`src/design/cte_pkg.sv`:
```
// Shared types, operation codes and constants of the text console engine.
package cte_pkg;

    localparam int CTE_COLS = 80;
    localparam int CTE_ROWS = 25;

    localparam int OFF_W = 12;

    localparam logic [2:0] FN_PRINT     = 3'd0;
    localparam logic [2:0] FN_CLEAR     = 3'd1;
    localparam logic [2:0] FN_SET_CUR   = 3'd2;
    localparam logic [2:0] FN_WRITE     = 3'd3;
    localparam logic [2:0] FN_CLEAR_ROW = 3'd4;
    localparam logic [2:0] FN_READ      = 3'd5;

    localparam logic [7:0] CH_BS    = 8'h08;
    localparam logic [7:0] CH_TAB   = 8'h09;
    localparam logic [7:0] CH_LF    = 8'h0A;
    localparam logic [7:0] CH_CR    = 8'h0D;
    localparam logic [7:0] CH_SPACE = 8'h20;
    localparam logic [7:0] CH_LAST  = 8'h7F;

    localparam logic [7:0] TAB_STEP = 8'd8;

    localparam logic [7:0] BLANK_ATTR_RST = 8'h0F;

    typedef struct packed {
        logic [2:0] func;
        logic [7:0] ch;
        logic [7:0] color;
        logic [6:0] col;
        logic [4:0] row;
    } t_in_item;

    typedef struct packed {
        logic [6:0]  cursor_col;
        logic [4:0]  cursor_row;
        logic [10:0] cursor_offset;
        logic [15:0] cell_value;
    } t_out_item;

    typedef struct packed {
        logic busy;
        logic at_last;
    } t_sweep_sts;

endpackage

```
`src/design/cte_addr_unit.sv`:
```
// Shared address unit that maps a row and column to a linear cell offset.
module cte_addr_unit
    import cte_pkg::*;
#(
    parameter int COLS = CTE_COLS
) (
    input  logic [4:0]       i_row,
    input  logic [6:0]       i_col,
    output logic [OFF_W-1:0] o_off
);

    assign o_off = OFF_W'(i_row) * OFF_W'(COLS) + OFF_W'(i_col);

endmodule

```
`config.mk`:
```
export PLATFORM = sky130hd
export DESIGN_NAME = cte_addr_unit
export DESIGN_NICKNAME = d
export VERILOG_FILES = /design/src/design/cte_pkg.sv /design/src/design/cte_addr_unit.sv
export SDC_FILE = /design/constraint.sdc
export NUM_CORES = 1
export LEC_CHECK = 0
export ABC_CLOCK_PERIOD_IN_PS = 3400
export BUFFER_PORTS_ARGS = -buffer_cell sky130_fd_sc_hd__buf_2
export CAP_MARGIN = 20
export CELL_PAD_IN_SITES_DETAIL_PLACEMENT = 0
export CELL_PAD_IN_SITES_GLOBAL_PLACEMENT = 1
export CORE_AREA = 3 3 40 42
export DETAILED_ROUTE_END_ITERATION = 10
export DIE_AREA = 0 0 43 45
export PLACE_DENSITY = 0.77
export SLEW_MARGIN = 20
export SYNTH_ARGS = -nofsm -noshare
export SYNTH_HDL_FRONTEND = slang
export SYNTH_SLANG_ARGS = --single-unit
```
`constraint.sdc`:
```
create_clock -name vclk -period 3.4
set_clock_uncertainty 0.2 [all_clocks]
set_input_delay 0.68 -clock vclk [all_inputs]
set_output_delay 0.68 -clock vclk [all_outputs]
set_load 0.02 [all_outputs]
```
==> metrics.md <==
| Metric | Value |
|---|---|
| MaxCap Viol Count | `0` |
| Antenna diode count | `0` |
| Die H | `45 um` |
| Antenna-violating nets left | `0` |
| Setup-failing EPs final | `0` |
| Yosys warning total | `0` |
| Total die area | `1940 um^2` |
| FF+latch area | `0 um^2` |
| GRT Total Usage | `0.0591` |
| Mean area per synthesized cell | `9.63 um^2` |
| Core Region | `approximately 1300 um^2` |
| Final hold violations | `0` |
| Period minus WS final | `3330 ps` |
| Routed vias/inst | `~4.5` |
| Remaining DRCs | `0` |
| Post-synthesis cell area | `roughly 320 um^2` |
| Post-CTS Repair Setup Buffers | `0` |
| Cell count after synthesis | `33` |
| Number of global-route vias before repair | `approximately 250` |
| CP Launch Type | `input port` |
| Crit. Startpoint | `i_row[1]` |
| Tcrit/Tclk final | `0.979` |
| Max Transition Viols Final | `0` |
| Pwr/cell area | `280 nW/um^2` |
| Worst EP arrival | `2450 ps` |
| Setup TNS | `0 ps` |
| F_max | `0.300 GHz` |
| Cells resized by post-CTS repair | `0` |
| Synth cell types | `13` |
| Measured slew at the worst slew-check pin | `227 ps` |
| Global-route wire length before repair | `938 um` |
| Util after Layout | `0.307` |
| Port Buf Inserts | `16` |
| Detailed-route wire length per cell | `10.1 um` |
| Commonest cells after routing, fill and taps aside | `buf_2 (16), ha_1 (9), xor2_1 (4), a21o_1 (3), xnor2_1 (3)` |
| Leakage power | `about 0.00023 uW` |
| Run status | `complete, no violations` |
| Hold Path Depth | `0` |
| Drt pass-1 iters | `1` |
| Critical Path Fanout Max | `3` |
| Min-delay worst type | `in2out` |
| Initial Util | `0.247` |
| Number of sequential cells | `0` |
| Commonest non-fill, non-tap cell in the layout | `buf_2` |
| Gr ovfl total | `0` |
| Setup crit end kind | `output pin` |
| Layout cell share with drive strength beyond 1 | `0.413` |
| CLK BUF | `0` |
| Sequential area share after synthesis | `0` |
| Final net count | `71` |
| Vias | `about 280` |
| Crit Path Class | `in2out` |
| Num ports | `24` |
| Syn nets | `56` |
| Die W | `43 um` |
| Relative slew slack | `0.847` |
| RSZ-0062 raised after global routing | `no` |
| Largest net degree at the start of global routing | `4` |
| Critical Path RT | `roughly 2500 ps` |
| Routability cong. | `~0.68` |
| HPWL after DPL | `approximately 570 um` |
| # fillers | `138` |
| Final WL | `approximately 610 um` |
| Antenna violations before repair | `0` |
| Hold_sp | `i_col[0]` |
| Area growth, synth to finish | `24.0%` |
| Peak supply drop | `78.8 uV` |
| Drt initial violations | `0` |
| Rows | `13` |
| Hold_buf cts | `0` |
==> cells by family after synthesis <==
logic type / share of synthesized area
AO/OA/AOI/OAI: 0.173
adder cells (fa/ha/maj): 0.480
AND/OR/NAND/NOR: 0.0590
buffers and inverters: 0.0945
XOR/XNOR: 0.193
==> power breakdown <==
group          switching [uW]  internal (uW)  total [uW]
Clock                       0              0           0
Combinational            64.6           45.9         111
Sequential                  0              0           0
==> synth_stat cells <==
master | instances | area, um^2
a21oi_2 | 2 | 17.5
xnor2_1 | 3 | 26.3
a21oi_1 | 1 | 5.00
nor2b_1 | 1 | 6.26
nor2_1 | 1 | 3.75
nand2_1 | 1 | 3.75
nand3_1 | 1 | 5.00
a32o_1 | 1 | 10.0
fa_1 | 2 | 40.0
a21o_1 | 3 | 22.5
ha_1 | 9 | 113
xor2_1 | 4 | 35.0
buf_4 | 4 | 30.0
==> path summary, 6_finish.rpt <==
check / to / slack, ps
min: o_off[0] / 1160
max: o_off[11] / 70
==> stage by stage <==
stage / total power [uW] / cell area, um^2 / instances / setup WS [ps] / hold WS (ps)
3_3_place_gp: 111 / 394 / 61 / 92.2 / 1160
3_5_place_dp: 111 / 394 / 61 / 52.4 / 1160
2_1_floorplan: 84.6 / 318 / 33 / 213 / 1270
5_1_grt: 120 / 394 / 61 / 1.80 / 1160
4_1_cts: 112 / 394 / 61 / 48.7 / 1160
6_report: 111 / 394 / 61 / 69.9 / 1160
==> routing by layer <==
layer | GRT usage | routed length, um | vias up | part of all wire
li1 | - | - | 140 | -
met1 | 0.0649 | 238 | 129 | 0.39
met2 | 0.126 | 327 | 6 | 0.53
met3 | 0.00797 | 48 | 0 | 0.078
met4 | 0 | 0 | 0 | 0
met5 | 0 | 0 | - | 0
==> final cells by class <==
class,instances,area (um^2),area share
well taps,15,18.8,0.0476
multi-input cells,29,288,0.730
repair buffers,17,87.6,0.222
==> critical path, stage by stage <==
cell and delay (ps):
buf_2 120, ha_1 290, ha_1 230, fa_1 560, nand2_1 80, nor2_1 160, a32o_1 180, buf_2 160
Note: power is estimated with default switching activity, not from simulation.
