File: config.mk
export PLATFORM = sky130hd
export DESIGN_NAME = cte_sweep_unit
export DESIGN_NICKNAME = d
export VERILOG_FILES = /design/src/design/cte_pkg.sv /design/src/design/cte_sweep_unit.sv
export SDC_FILE = /design/constraint.sdc
export NUM_CORES = 1
export LEC_CHECK = 0
export BUFFER_PORTS_ARGS = -buffer_cell sky130_fd_sc_hd__buf_2
export CAP_MARGIN = 20
export CELL_PAD_IN_SITES_DETAIL_PLACEMENT = 1
export CELL_PAD_IN_SITES_GLOBAL_PLACEMENT = 1
export CORE_MARGIN = 3
export CORE_UTILIZATION = 40
export DETAILED_ROUTE_END_ITERATION = 8
export PLACE_DENSITY_LB_ADDON = 0.1
export REMOVE_ABC_BUFFERS = 1
export SYNTH_ARGS = -nofsm -noshare
export SYNTH_HDL_FRONTEND = slang
export SYNTH_SLANG_ARGS = --single-unit
File: constraint.sdc
create_clock -name i_clk -period 4.1 [get_ports i_clk]
set_input_delay 0.82 -clock i_clk [delete_from_list [all_inputs] [get_ports i_clk]]
set_output_delay 0.82 -clock i_clk [all_outputs]
set_load 0.005 [all_outputs]
File: src/design/cte_pkg.sv
// Shared types, operation codes and constants of the text console engine.
package cte_pkg;

    localparam int CTE_COLS = 80;
    localparam int CTE_ROWS = 25;

    localparam int OFF_W = 12;

    localparam logic [2:0] FN_PRINT     = 3'd0;
    localparam logic [2:0] FN_CLEAR     = 3'd1;
    localparam logic [2:0] FN_SET_CUR   = 3'd2;
    localparam logic [2:0] FN_WRITE     = 3'd3;
    localparam logic [2:0] FN_CLEAR_ROW = 3'd4;
    localparam logic [2:0] FN_READ      = 3'd5;

    localparam logic [7:0] CH_BS    = 8'h08;
    localparam logic [7:0] CH_TAB   = 8'h09;
    localparam logic [7:0] CH_LF    = 8'h0A;
    localparam logic [7:0] CH_CR    = 8'h0D;
    localparam logic [7:0] CH_SPACE = 8'h20;
    localparam logic [7:0] CH_LAST  = 8'h7F;

    localparam logic [7:0] TAB_STEP = 8'd8;

    localparam logic [7:0] BLANK_ATTR_RST = 8'h0F;

    typedef struct packed {
        logic [2:0] func;
        logic [7:0] ch;
        logic [7:0] color;
        logic [6:0] col;
        logic [4:0] row;
    } t_in_item;

    typedef struct packed {
        logic [6:0]  cursor_col;
        logic [4:0]  cursor_row;
        logic [10:0] cursor_offset;
        logic [15:0] cell_value;
    } t_out_item;

    typedef struct packed {
        logic busy;
        logic at_last;
    } t_sweep_sts;

endpackage

File: src/design/cte_sweep_unit.sv
// Address sweep counter that walks a range of cells one per cycle.
module cte_sweep_unit
    import cte_pkg::*;
#(
    parameter int AW = 11
) (
    input  logic          i_clk,
    input  logic          i_rst_n,
    input  logic          i_start,
    input  logic [AW-1:0] i_first,
    input  logic [AW-1:0] i_last,
    output logic [AW-1:0] o_addr,
    output t_sweep_sts    o_sts
);

    logic          r_busy;
    logic [AW-1:0] r_addr;
    logic [AW-1:0] r_last;
    logic          at_last;

    assign at_last = r_busy && (r_addr == r_last);

    always_ff @(posedge i_clk) begin
        if (!i_rst_n) begin
            r_busy <= 1'b0;
        end else if (i_start) begin
            r_busy <= 1'b1;
        end else if (at_last) begin
            r_busy <= 1'b0;
        end
    end

    always_ff @(posedge i_clk) begin
        if (i_start) begin
            r_addr <= i_first;
            r_last <= i_last;
        end else if (r_busy) begin
            r_addr <= r_addr + AW'(1);
        end
    end

    assign o_addr        = r_addr;
    assign o_sts.busy    = r_busy;
    assign o_sts.at_last = at_last;

endmodule

==> impl_metrics.yaml <==
clock_tree:
  cts-root-buf: "clkbuf_4"
  post_cts_buffers: 0
  cts_buffer_depth: 2
  cts_tree: "done"
  cts_resized: 0
  worstSkewPairLatency_ns: 0.31
  cts_hold_buf: 0
  htreeDepth: 1
  path_clk_slew_ns: 0.12
  numCtsBuffers: 3
  cts.sinks: 23
sta:
  worstMarginPinSlew_ns: 0.4780
  slew_headroom_pct: 68.14
  tns_ns: 0
  finalWorstSetupSlack_ns: 1.602
  finalCritPeriodShare_pct: 60.94
  slew_violations: 0
  period_minus_slack_ns: 2.498
  fmax_mhz: 400.3
  skew_ns: 0.001988
  rsz0062_at_grt: "false"
  finalSetupViolCount: 0
  hold_viol: 0
detailed_routing:
  first_pass_iters: 4
  avgViaCountPerCell: 5.545
  first_iter_violations: 41
  drc: 0
  ant_nets: 0
  num_vias: 915
  avgRoutedWirePerCell_um: 15.83
  drt-total-wl_um: 2612
min_path:
  hp-class: "in -> reg"
synthesis:
  synth_edf_count: 22
  ys_warn_count: 0
  syn-mean-instance-area_um2: 11.93
  yosysSeqAreaShare_pct: 58.81
  async_flop_share_pct: 0
  syn_inst: 97
  synth_seq_cells: 23
  syn_area_mm2: 0.001157
  synth_flop_cell: "edfxtp_1"
  yosysUniqueCellTypes: 27
placement:
  place.gp.congestion: 0.7045
  place_ws_ns: 1.783
  dp_hpwl_um: 1973
  port_buffers: 37
layout:
  diodes: 0
  drive_gt1_share_pct: 35.56
  nNetsFinal: 162
  area_growth_syn_to_layout_pct: 19.89
worst_setup_path:
  worstPathMaxFanout: 6
  arrival_ns: 1.68
  worstPathRequired_ns: 3.28
  crit_path_start_kind: "register"
  end_kind: "output pin"
  criticalPathCategory: "reg -> out"
job:
  drv_cap: 0
power:
  clkPwrFrac_pct: 20.7
  internal_power_mw: 0.3657
  power.total_mw: 0.5070
  p_leak_nw: 0.5492
  worst_ir_drop_vdd_mv: 0.2573
  pwr-share-seq_pct: 61.7
  power_density_mw_per_mm2: 365.4
  combPwrFrac_pct: 17.6
  p_sw_share_pct: 27.86
  p_sw_mw: 0.1412
floorplan:
  io_pins: 38
  dieWidth_um: 59.79
  fp-row-count: 18
  start_util_pct: 44.30
  core_area_mm2: 0.002613
  die_y_um: 59.79
  dieArea_mm2: 0.003575
global_route:
  grt.busiest_layer: "met2"
  grt_pass1_wl_um: 4305
  grt.met2_usage_pct: 27.47
  grt_start_max_net_pins: 28
  grt_util_met3_pct: 2.376
  grt_util_all_layers_pct: 16.28
  grt-ovfl-total: 0
  antenna_found_initial: 0
  use_met1_pct: 20.74
  grt_pass1_vias: 917
status:
  outcome: "completed"
per-layer routing:
layer / wire length, µm / up-vias
li1: - / 446
met4: 35 / 0
met1: 1221 / 438
met3: 139 / 4
met5: 0 / -
met2: 1216 / 27
cells in the final DEF (no fill, tap or decap):
cell type / n
nand3_1: 4
o21ai_0: 7
nand4_2: 1
clkbuf_1: 1
xor2_1: 12
and2_1: 1
o31ai_1: 1
xnor2_1: 2
nor4_1: 5
and4_1: 1
a31oi_1: 5
nor2_1: 4
nand2_1: 11
ha_1: 1
nor3_1: 1
nand4_1: 1
dfxtp_1: 1
mux2_2: 1
o311ai_0: 4
buf_2: 37
clkbuf_4: 3
inv_1: 1
clkinv_1: 1
and3_2: 1
or4_1: 1
or2_2: 3
or3_2: 2
edfxtp_1: 22
power groups by stage:
stage          Clock [mW]  Combinational, mW  Sequential (mW)
6_report            0.105             0.0891            0.313
5_1_grt             0.119              0.102            0.317
4_1_cts             0.109             0.0903            0.313
3_5_place_dp            0             0.0896            0.318
3_3_place_gp            0             0.0854            0.317
2_1_floorplan           0             0.0492            0.312
sequential cells by signal, summed over array words and instances (netlist names):
name    flops
r_busy      1
o_addr     11
r_last     11
synth_stat cells, types with 2 or more instances:
library cell,number,area [µm²]
edfxtp_1,22,660.6
xor2_1,12,105.1
nand2_1,11,41.29
o21ai_0,7,35.03
a31oi_1,5,31.28
nor4_1,5,31.28
nand3_1,4,20.02
nor2_1,4,15.01
o311ai_0,4,35.03
or2_2,3,18.77
buf_4,2,15.01
or3_2,2,15.01
xnor2_1,2,17.52
logic make-up (layout without fill, tap and decap cells):
group           after synthesis  in the layout  synth area share [%]
xor+xnor                     14             14                 10.59
fa+ha+maj                     1              1                 1.081
mux                           1              1                0.9729
flops                        23             23                 58.81
simple gates                 36             36                 16.87
buf+inv                       5             43                 2.269
compound gates               17             17                 9.405
final timing paths:
path,slack [ns],to,startpoint,cells past startpoint
worst max-delay path,1.60,o_sts[0],o_addr[4],4
worst min-delay path,0.67,r_last[9],i_last[9],1
worst max register to register,2.29,o_addr[10],o_addr[0],4
worst min register to register,0.78,o_addr[0],o_addr[0],1
area by class of cell:
class	instances	area, µm²
clock buffers	4	26.28
well taps	30	37.54
flip-flops and latches	23	680.7
multi-input cells	69	450.4
fillers	307	1225
repair buffers	37	185.2
inverters	2	7.507
critical path, stage by stage, from the launching register on:
cell and delay, ns:
edfxtp_1 0.53, xor2_1 0.22, nor4_1 0.28, and4_1 0.23, buf_2 0.11
through the flow:
| stage | util (%) | hold slack, ns | area (µm²) | instances |
|---|---|---|---|---|
| finish | 53.11 | 0.6750 | 1388 | 165 |
| global route | 53.11 | 0.6524 | 1388 | 165 |
| CTS | 53.11 | 0.6700 | 1388 | 165 |
| detailed placement | 52.11 | 0.7424 | 1361 | 161 |
| global placement | 52.11 | 0.7366 | 1361 | 161 |
| floorplan | - | 0.6758 | 1139 | 94 |
Power figures use the tool's default switching activity.
